<file path="src/rtl/pfwe_pkg.sv">
// Package: shared types, constants and helpers of the packed field width expander.
`timescale 1ns / 1ps
`default_nettype none

package pfwe_pkg;

  localparam int WORD_W     = 64;
  localparam int FPV_W      = 9;
  localparam int CNT_W      = 4;
  localparam int MAX_FIELDS = 256;
  localparam int FIFO_DEPTH = 2;
  localparam int FIFO_PTR_W = (FIFO_DEPTH > 1) ? $clog2(FIFO_DEPTH) : 1;
  localparam int FIFO_CNT_W = $clog2(FIFO_DEPTH + 1);

  localparam logic [1:0] CFG_SRC_SEL = 2'd0;
  localparam logic [1:0] CFG_TGT_SEL = 2'd1;
  localparam logic [1:0] CFG_FPV     = 2'd2;

  typedef enum logic [1:0] {
    W8  = 2'd0,
    W16 = 2'd1,
    W32 = 2'd2,
    W64 = 2'd3
  } width_e;

  typedef struct packed {
    logic [WORD_W-1:0] word;
    logic [CNT_W-1:0]  n;
    logic              vend;
    width_e            src;
    width_e            dst;
  } entry_t;

  function automatic logic [FPV_W-1:0] vector_fields(input logic [FPV_W-1:0] fpv);
    logic [FPV_W-1:0] r;
    r = fpv;
    if (fpv == '0) begin
      r = FPV_W'(1);
    end else if (fpv > FPV_W'(MAX_FIELDS)) begin
      r = FPV_W'(MAX_FIELDS);
    end
    return r;
  endfunction

endpackage

`default_nettype wire

</file>
<file path="src/rtl/pfwe_front.sv">
// Front end: configuration registers, field counting and word classification.
`timescale 1ns / 1ps
`default_nettype none

module pfwe_front (
  input  wire                         clk_i,
  input  wire                         rst_ni,
  input  wire                         push_i,
  input  wire  [pfwe_pkg::WORD_W-1:0] packed_word_i,
  input  wire                         cfg_we_i,
  input  wire  [1:0]                  cfg_index_i,
  input  wire  [pfwe_pkg::FPV_W-1:0]  cfg_data_i,
  input  wire                         fifo_full_i,
  output logic                        fifo_push_o,
  output pfwe_pkg::entry_t            entry_o
);

  logic [1:0]                 src_q, src_d;
  logic [1:0]                 tgt_q, tgt_d;
  logic [pfwe_pkg::FPV_W-1:0] fpv_q, fpv_d;
  logic [pfwe_pkg::FPV_W-1:0] left_q, left_d;

  pfwe_pkg::width_e           s_eff;
  pfwe_pkg::width_e           t_eff;
  logic [pfwe_pkg::CNT_W-1:0] per_in;
  logic [pfwe_pkg::FPV_W-1:0] left_cur;
  logic [pfwe_pkg::FPV_W-1:0] n_full;
  logic [pfwe_pkg::FPV_W-1:0] left_rem;
  logic                       vend;
  logic                       accept;

  always_comb begin
    s_eff  = (src_q == pfwe_pkg::W64) ? pfwe_pkg::W32 : pfwe_pkg::width_e'(src_q);
    t_eff  = (tgt_q < s_eff) ? s_eff : pfwe_pkg::width_e'(tgt_q);
    per_in = pfwe_pkg::CNT_W'(8) >> s_eff;
    if (left_q == '0 || left_q > pfwe_pkg::FPV_W'(pfwe_pkg::MAX_FIELDS)) begin
      left_cur = pfwe_pkg::vector_fields(fpv_q);
    end else begin
      left_cur = left_q;
    end
    n_full   = (left_cur < pfwe_pkg::FPV_W'(per_in)) ? left_cur : pfwe_pkg::FPV_W'(per_in);
    left_rem = left_cur - n_full;
    vend     = (left_rem == '0);
  end

  assign accept      = push_i && !fifo_full_i;
  assign fifo_push_o = accept;

  always_comb begin
    entry_o.word = packed_word_i;
    entry_o.n    = n_full[pfwe_pkg::CNT_W-1:0];
    entry_o.vend = vend;
    entry_o.src  = s_eff;
    entry_o.dst  = t_eff;
  end

  always_comb begin
    src_d  = src_q;
    tgt_d  = tgt_q;
    fpv_d  = fpv_q;
    left_d = left_q;
    if (cfg_we_i) begin
      case (cfg_index_i)
        pfwe_pkg::CFG_SRC_SEL: begin
          src_d  = cfg_data_i[1:0];
          left_d = pfwe_pkg::vector_fields(fpv_q);
        end
        pfwe_pkg::CFG_TGT_SEL: begin
          tgt_d  = cfg_data_i[1:0];
          left_d = pfwe_pkg::vector_fields(fpv_q);
        end
        pfwe_pkg::CFG_FPV: begin
          fpv_d  = cfg_data_i;
          left_d = pfwe_pkg::vector_fields(cfg_data_i);
        end
        default: begin
        end
      endcase
    end else if (accept) begin
      left_d = vend ? pfwe_pkg::vector_fields(fpv_q) : left_rem;
    end
  end

  always_ff @(posedge clk_i or negedge rst_ni) begin
    if (!rst_ni) begin
      src_q  <= pfwe_pkg::W8;
      tgt_q  <= pfwe_pkg::W64;
      fpv_q  <= pfwe_pkg::FPV_W'(1);
      left_q <= pfwe_pkg::FPV_W'(1);
    end else begin
      src_q  <= src_d;
      tgt_q  <= tgt_d;
      fpv_q  <= fpv_d;
      left_q <= left_d;
    end
  end

endmodule

`default_nettype wire

</file>
<file path="src/rtl/pfwe_fifo.sv">
// Short queue of classified words between front and back ends.
`timescale 1ns / 1ps
`default_nettype none

module pfwe_fifo (
  input  wire                clk_i,
  input  wire                rst_ni,
  input  wire                push_i,
  input  pfwe_pkg::entry_t   entry_i,
  input  wire                pop_i,
  output logic               full_o,
  output logic               empty_o,
  output pfwe_pkg::entry_t   entry_o
);

  pfwe_pkg::entry_t                   mem_q [pfwe_pkg::FIFO_DEPTH];
  logic [pfwe_pkg::FIFO_PTR_W-1:0]    wr_q, wr_d;
  logic [pfwe_pkg::FIFO_PTR_W-1:0]    rd_q, rd_d;
  logic [pfwe_pkg::FIFO_CNT_W-1:0]    cnt_q, cnt_d;
  logic                               do_push;
  logic                               do_pop;

  assign full_o  = (cnt_q == pfwe_pkg::FIFO_CNT_W'(pfwe_pkg::FIFO_DEPTH));
  assign empty_o = (cnt_q == '0);
  assign do_push = push_i && !full_o;
  assign do_pop  = pop_i && !empty_o;
  assign entry_o = mem_q[rd_q];

  always_comb begin
    wr_d  = wr_q;
    rd_d  = rd_q;
    cnt_d = cnt_q;
    if (do_push) begin
      wr_d = (wr_q == pfwe_pkg::FIFO_PTR_W'(pfwe_pkg::FIFO_DEPTH - 1)) ? '0 : wr_q + 1'b1;
    end
    if (do_pop) begin
      rd_d = (rd_q == pfwe_pkg::FIFO_PTR_W'(pfwe_pkg::FIFO_DEPTH - 1)) ? '0 : rd_q + 1'b1;
    end
    if (do_push && !do_pop) begin
      cnt_d = cnt_q + 1'b1;
    end else if (!do_push && do_pop) begin
      cnt_d = cnt_q - 1'b1;
    end
  end

  always_ff @(posedge clk_i) begin
    if (do_push) begin
      mem_q[wr_q] <= entry_i;
    end
  end

  always_ff @(posedge clk_i or negedge rst_ni) begin
    if (!rst_ni) begin
      wr_q  <= '0;
      rd_q  <= '0;
      cnt_q <= '0;
    end else begin
      wr_q  <= wr_d;
      rd_q  <= rd_d;
      cnt_q <= cnt_d;
    end
  end

endmodule

`default_nettype wire

</file>
<file path="src/rtl/pfwe_back.sv">
// Back end: emits the widened output words of each queued word, one per cycle unless a held pop stalls it.
`timescale 1ns / 1ps
`default_nettype none

module pfwe_back (
  input  wire                         clk_i,
  input  wire                         rst_ni,
  input  wire                         fifo_empty_i,
  input  pfwe_pkg::entry_t            entry_i,
  output logic                        fifo_pop_o,
  input  wire                         pop_i,
  output logic                        empty_o,
  output logic [pfwe_pkg::WORD_W-1:0] wide_word_o,
  output logic                        vector_end_o,
  output logic                        run_end_o
);

  logic                        active_q, active_d;
  logic [pfwe_pkg::WORD_W-1:0] sh_q, sh_d;
  logic [pfwe_pkg::CNT_W-1:0]  rem_q, rem_d;
  logic                        vend_q, vend_d;
  pfwe_pkg::width_e            src_q, src_d;
  pfwe_pkg::width_e            dst_q, dst_d;

  logic                        ov_q, ov_d;
  logic [pfwe_pkg::WORD_W-1:0] ow_q, ow_d;
  logic                        ove_q, ove_d;
  logic                        ore_q, ore_d;

  logic                        pass;
  logic [pfwe_pkg::CNT_W-1:0]  per_out;
  logic [6:0]                  shamt;
  logic                        last;
  logic                        emit;
  logic                        fetch;
  logic [31:0]                 fld [4];
  logic [pfwe_pkg::WORD_W-1:0] built;

  assign pass    = (src_q == dst_q);
  assign per_out = pfwe_pkg::CNT_W'(8) >> dst_q;
  assign shamt   = 7'd64 >> (dst_q - src_q);
  assign last    = pass || (rem_q <= per_out);
  assign emit    = active_q && (!ov_q || pop_i);
  assign fetch   = (!active_q || (emit && last)) && !fifo_empty_i;
  assign fifo_pop_o = fetch;

  always_comb begin
    for (int i = 0; i < 4; i++) begin
      fld[i] = '0;
    end
    case (src_q)
      pfwe_pkg::W8: begin
        for (int i = 0; i < 4; i++) begin
          fld[i] = {24'd0, sh_q[63-8*i -: 8]};
        end
      end
      pfwe_pkg::W16: begin
        for (int i = 0; i < 4; i++) begin
          fld[i] = {16'd0, sh_q[63-16*i -: 16]};
        end
      end
      default: begin
        fld[0] = sh_q[63:32];
        fld[1] = sh_q[31:0];
      end
    endcase
    for (int i = 0; i < 4; i++) begin
      if (pfwe_pkg::CNT_W'(i) >= rem_q) begin
        fld[i] = '0;
      end
    end
    built = '0;
    case (dst_q)
      pfwe_pkg::W16: begin
        for (int i = 0; i < 4; i++) begin
          built[63-16*i -: 16] = fld[i][15:0];
        end
      end
      pfwe_pkg::W32: begin
        built = {fld[0], fld[1]};
      end
      default: begin
        built = {32'd0, fld[0]};
      end
    endcase
    if (pass) begin
      built = sh_q;
    end
  end

  always_comb begin
    active_d = active_q;
    sh_d     = sh_q;
    rem_d    = rem_q;
    vend_d   = vend_q;
    src_d    = src_q;
    dst_d    = dst_q;
    ov_d     = ov_q;
    ow_d     = ow_q;
    ove_d    = ove_q;
    ore_d    = ore_q;
    if (emit) begin
      ov_d  = 1'b1;
      ow_d  = built;
      ove_d = vend_q && last;
      ore_d = last;
      sh_d  = sh_q << shamt;
      rem_d = rem_q - per_out;
      if (last) begin
        active_d = 1'b0;
      end
    end else if (pop_i && ov_q) begin
      ov_d = 1'b0;
    end
    if (fetch) begin
      active_d = 1'b1;
      sh_d     = entry_i.word;
      rem_d    = entry_i.n;
      vend_d   = entry_i.vend;
      src_d    = entry_i.src;
      dst_d    = entry_i.dst;
    end
  end

  always_ff @(posedge clk_i) begin
    sh_q   <= sh_d;
    rem_q  <= rem_d;
    vend_q <= vend_d;
    src_q  <= src_d;
    dst_q  <= dst_d;
    ow_q   <= ow_d;
    ove_q  <= ove_d;
    ore_q  <= ore_d;
  end

  always_ff @(posedge clk_i or negedge rst_ni) begin
    if (!rst_ni) begin
      active_q <= 1'b0;
      ov_q     <= 1'b0;
    end else begin
      active_q <= active_d;
      ov_q     <= ov_d;
    end
  end

  assign empty_o      = !ov_q;
  assign wide_word_o  = ow_q;
  assign vector_end_o = ove_q;
  assign run_end_o    = ore_q;

endmodule

`default_nettype wire

</file>
<file path="src/rtl/packed_field_width_expander_unit.sv">
// Top level of the packed field width expander: front end, queue and back end.
//
//  channel  | handshake         | payload
//  ---------+-------------------+--------------------------------------------
//  input    | push / full       | packed_word_i[63:0]
//  result   | empty / pop       | wide_word_o[63:0], vector_end_o, run_end_o
//  config   | cfg_we_i          | cfg_index_i[1:0], cfg_data_i[8:0]
//
// The front end takes one word per cycle, while the queue is not full, into a two-entry queue.
// The back end sends one output word per cycle, unless pop stalls it, from its output register,
// ceil(fields / fields-per-output-word) output words per input word, 1 to 8;
// the next queued word loads in the cycle of the previous word's last output.
// Reset clears the queue and the output register's valid flag and loads the default widths.
// Pop held low with a word waiting stalls the back end; full rises once the queue fills.
`timescale 1ns / 1ps
`default_nettype none

module packed_field_width_expander_unit (
  input  wire                         clk_i,
  input  wire                         rst_ni,
  input  wire                         push,
  output logic                        full,
  input  wire  [pfwe_pkg::WORD_W-1:0] packed_word_i,
  output logic                        empty,
  input  wire                         pop,
  output logic [pfwe_pkg::WORD_W-1:0] wide_word_o,
  output logic                        vector_end_o,
  output logic                        run_end_o,
  input  wire                         cfg_we_i,
  input  wire  [1:0]                  cfg_index_i,
  input  wire  [pfwe_pkg::FPV_W-1:0]  cfg_data_i
);

  pfwe_pkg::entry_t front_entry;
  pfwe_pkg::entry_t queue_entry;
  logic             q_push;
  logic             q_pop;
  logic             q_full;
  logic             q_empty;

  assign full = q_full;

  pfwe_front u_front (
    .clk_i         (clk_i),
    .rst_ni        (rst_ni),
    .push_i        (push),
    .packed_word_i (packed_word_i),
    .cfg_we_i      (cfg_we_i),
    .cfg_index_i   (cfg_index_i),
    .cfg_data_i    (cfg_data_i),
    .fifo_full_i   (q_full),
    .fifo_push_o   (q_push),
    .entry_o       (front_entry)
  );

  pfwe_fifo u_fifo (
    .clk_i   (clk_i),
    .rst_ni  (rst_ni),
    .push_i  (q_push),
    .entry_i (front_entry),
    .pop_i   (q_pop),
    .full_o  (q_full),
    .empty_o (q_empty),
    .entry_o (queue_entry)
  );

  pfwe_back u_back (
    .clk_i        (clk_i),
    .rst_ni       (rst_ni),
    .fifo_empty_i (q_empty),
    .entry_i      (queue_entry),
    .fifo_pop_o   (q_pop),
    .pop_i        (pop),
    .empty_o      (empty),
    .wide_word_o  (wide_word_o),
    .vector_end_o (vector_end_o),
    .run_end_o    (run_end_o)
  );

endmodule

`default_nettype wire
</file>
<file path="config.mk">
export PLATFORM = sky130hd
export DESIGN_NAME = packed_field_width_expander_unit
export DESIGN_NICKNAME = d
export VERILOG_FILES = /design/src/rtl/pfwe_pkg.sv /design/src/rtl/pfwe_front.sv /design/src/rtl/pfwe_fifo.sv /design/src/rtl/pfwe_back.sv /design/src/rtl/packed_field_width_expander_unit.sv
export SDC_FILE = /design/constraint.sdc
export NUM_CORES = 1
export LEC_CHECK = 0
export BUFFER_PORTS_ARGS = -buffer_cell sky130_fd_sc_hd__buf_2
export CAP_MARGIN = 0
export CORE_UTILIZATION = 60
export DETAILED_ROUTE_END_ITERATION = 6
export PLACE_DENSITY = 0.91
export SYNTH_ARGS = -nofsm -noshare
export SYNTH_HDL_FRONTEND = slang
export SYNTH_SLANG_ARGS = --single-unit
</file>
<file path="constraint.sdc">
create_clock -name clk_i -period 5.9 [get_ports clk_i]
set_input_delay 0.885 -clock clk_i [delete_from_list [all_inputs] [get_ports clk_i]]
set_output_delay 0.885 -clock clk_i [all_outputs]
set_load 0.02 [all_outputs]
</file>
==> metrics.cfg <==
[outcome]
run_status=finished, violations left
violations=design-rule violations

[global_route]
use_met1=0.4199
grt_use_met2=0.4790
gr-usage-met3=0.04431
grt_pass1_vias=10661
grt_overflow=0
gr-max-usage-layer=met2
antenna_found_initial=0
track_usage=0.3014
grt_first_pass_wirelength_um=60510
grt_max_degree=83

[yosys]
netlist_area_um2=15440
synth_edf_count=285
synth_cell_type_count=61
syn_nets=1377
yosys_most_used_dff=edfxtp_1
synthArstFlopShare=0.08946
ys_seq_elements=313
synth.most_common_cell=edfxtp_1
synthTopCellsByCount=edfxtp_1 (285), nand2_1 (169), mux2i_1 (153)
avgSynthCellArea_um2=12.10
yosysTopAreaCellShare=0.5542
ys_warn_count=0
synth_area_leaders=edfxtp_1 (55%), mux2i_1 (9.9%), nand2_1 (4.1%)
yosysTopAreaCell=edfxtp_1
seq_area_frac_synth=0.5999
synthesis.instances=1276

[setup_path]
endpoint_kind=flop
critPathArrivalTime_ns=5.99
cp.required_ns=6.39
cp-start-kind=flop
r2r-end=u_front.left_q[1]$_DFFE_PN0P_
path_class=reg2reg
rr_worst_depth=21
worstReg2RegStart=u_front.left_q[1]$_DFFE_PN0P_
r2r_slack_ns=0.40
crit_fanout=7

[sta]
setup_ws_ns=0.3958
fin_setup_tns_ns=0
fin_crit_ns=5.504
timing.final.setup_violations=0
grt_setup_unrepaired=no
fmax_mhz=181.7
slew_headroom=0.1298
finalHoldViolCount=0
period_share=0.9329
finClkSkew_ns=0.01361
slew_viol_final=0
worst_pin_slew_ns=1.295

[floorplan]
start_util=0.6132
core_area_um2=25180
ios=148
fp.dieArea_um2=26380
die_y_um=162.4
rows=58
die_x_um=162.4

[drt]
drt_iter0_drc=1406
first_pass_iters=7
wl_per_cell_um=22.55
routed_wl_um=39600
final_antenna_net_count=0
drc=7
vias=11216
via_per_inst=6.387

[final_layout]
regArea_um2=9268
syn_to_final_growth_pct=13.62
antenna_cells=0
n_fill_cell=1692
drive_gt1_frac=0.2020
multi_input_area_um2=5799
nets=1502
fin_area_um2=17550

[clocking]
cts_tree=done
clk_pin_slew_ns=0.07
cts_max_level=1
cts_buffer_depth=3
clock-sinks=313
worst_skew_pair.late_latency_ns=0.58
cts_buffers=31
cts_hold_buf=0
cts_root_buf=clkbuf_16

[placement]
hpwl_um=27170
gp_congestion=0.9652
dpl_cell_area_um2=16490
port_buffers=147
post-place-ws_ns=0.2278

[min_path]
hold_class=in2async

[flow_run]
max_cap_viol_count=0

==> cells in the final DEF (no fill, tap or decap), types with 10 or more instances in the layout <==
master     count
a21oi_1       75
a22oi_1       48
a31oi_1       40
buf_2        147
buf_4         24
clkbuf_16     31
dfrtp_1       23
edfxtp_1     285
ha_1          18
inv_1         36
mux2_2        43
mux2i_1      153
nand2_1      169
nand2b_1      10
nand3_1       10
nor2_1        85
nor2b_1       12
o21ai_0       67
==> worst max path at each step <==
stage                                                to                           from  slack [ns]  depth (start not counted)
after floorplan           u_front.left_q[1]$_DFFE_PN0P_  u_front.left_q[3]$_DFFE_PN0P_        0.98                         19
after global placement    u_front.left_q[2]$_DFFE_PN0P_  u_front.left_q[1]$_DFFE_PN0P_        0.36                         19
after detailed placement   u_fifo.mem_q[0][4]$_DFFE_PP_  u_front.left_q[1]$_DFFE_PN0P_        0.23                         19
after CTS                  u_fifo.mem_q[1][4]$_DFFE_PP_  u_front.left_q[1]$_DFFE_PN0P_        0.21                         19
after global routing       u_fifo.mem_q[1][4]$_DFFE_PP_  u_front.left_q[1]$_DFFE_PN0P_       0.002                         19
final                     u_front.left_q[1]$_DFFE_PN0P_  u_front.left_q[1]$_DFFE_PN0P_        0.40                         21
==> final cells by class <==
| type | instances | area share |
|---|---|---|
| repair buffers | 171 | 0.05220 |
| inverters | 36 | 0.007702 |
| clock inverters | 24 | 0.01298 |
| multi-input cells | 848 | 0.3305 |
| flip-flops and latches | 313 | 0.5282 |
| well taps | 330 | 0.02353 |
| clock buffers | 34 | 0.04485 |
==> registers in the layout, indices dropped and copies added, names as in the netlist, 2 cells and up <==
name / count
u_front.src_q: 2
u_back.rem_q: 4
u_front.left_q: 9
u_front.tgt_q: 2
u_back.wide_word_o: 64
u_back.dst_q: 2
u_front.fpv_q: 9
u_back.src_q: 2
u_fifo.cnt_q: 2
u_fifo.mem_q: 146
u_back.sh_q: 64
==> through the flow <==
stage / std cells / hold slack (ns) / utilization
finish: 1756 / 0.3469 / 0.6968
global route: 1756 / 0.3973 / 0.6968
CTS: 1752 / 0.3549 / 0.6951
detailed placement: 1694 / 0.4921 / 0.6548
global placement: 1694 / 0.4608 / 0.6548
floorplan: 1276 / 0.4421 / -
==> what timing repair did <==
action | in CTS | in global routing
setup endpoints to repair | 0 | 11
resized for setup | 0 | 2
buffers inserted | 0 | 4
==> cells by family after synthesis <==
kind of cell,count (synthesis),share of synthesized area
AO/OA/AOI/OAI,286,0.1173
XOR/XNOR,17,0.01086
adder cells (fa/ha/maj),22,0.01864
buffers and inverters,115,0.02795
flip-flops,313,0.5999
multiplexers,198,0.1325
AND/OR/NAND/NOR,325,0.09285
==> critical path, stage by stage (launching register included) <==
cell and delay [ns]:
dfrtp_1 0.44, or4_4 0.63, nor2_8 0.15, xnor2_4 0.20, mux2_2 0.42, ha_1 0.29
o21ai_0 0.16, nand2b_1 0.09, a211o_1 0.33, nor4_4 0.25, buf_4 0.20, nor2b_1 0.27
ha_1 0.24, fa_1 0.21, inv_1 0.05, a21o_1 0.16, a21oi_2 0.22, nand3_1 0.17
a2111oi_4 0.41, buf_4 0.20, nand3_1 0.11, a31oi_1 0.21
==> routing by layer <==
layer / part of all wire / wire [um]
met4: 0.039 / 1535
met5: 0 / 0
met1: 0.39 / 15300
met2: 0.47 / 18440
met3: 0.11 / 4328
Power is left out: the tool's default activity adds up to more than one toggle a clock period on the data nets, which glitch-free logic cannot reach.
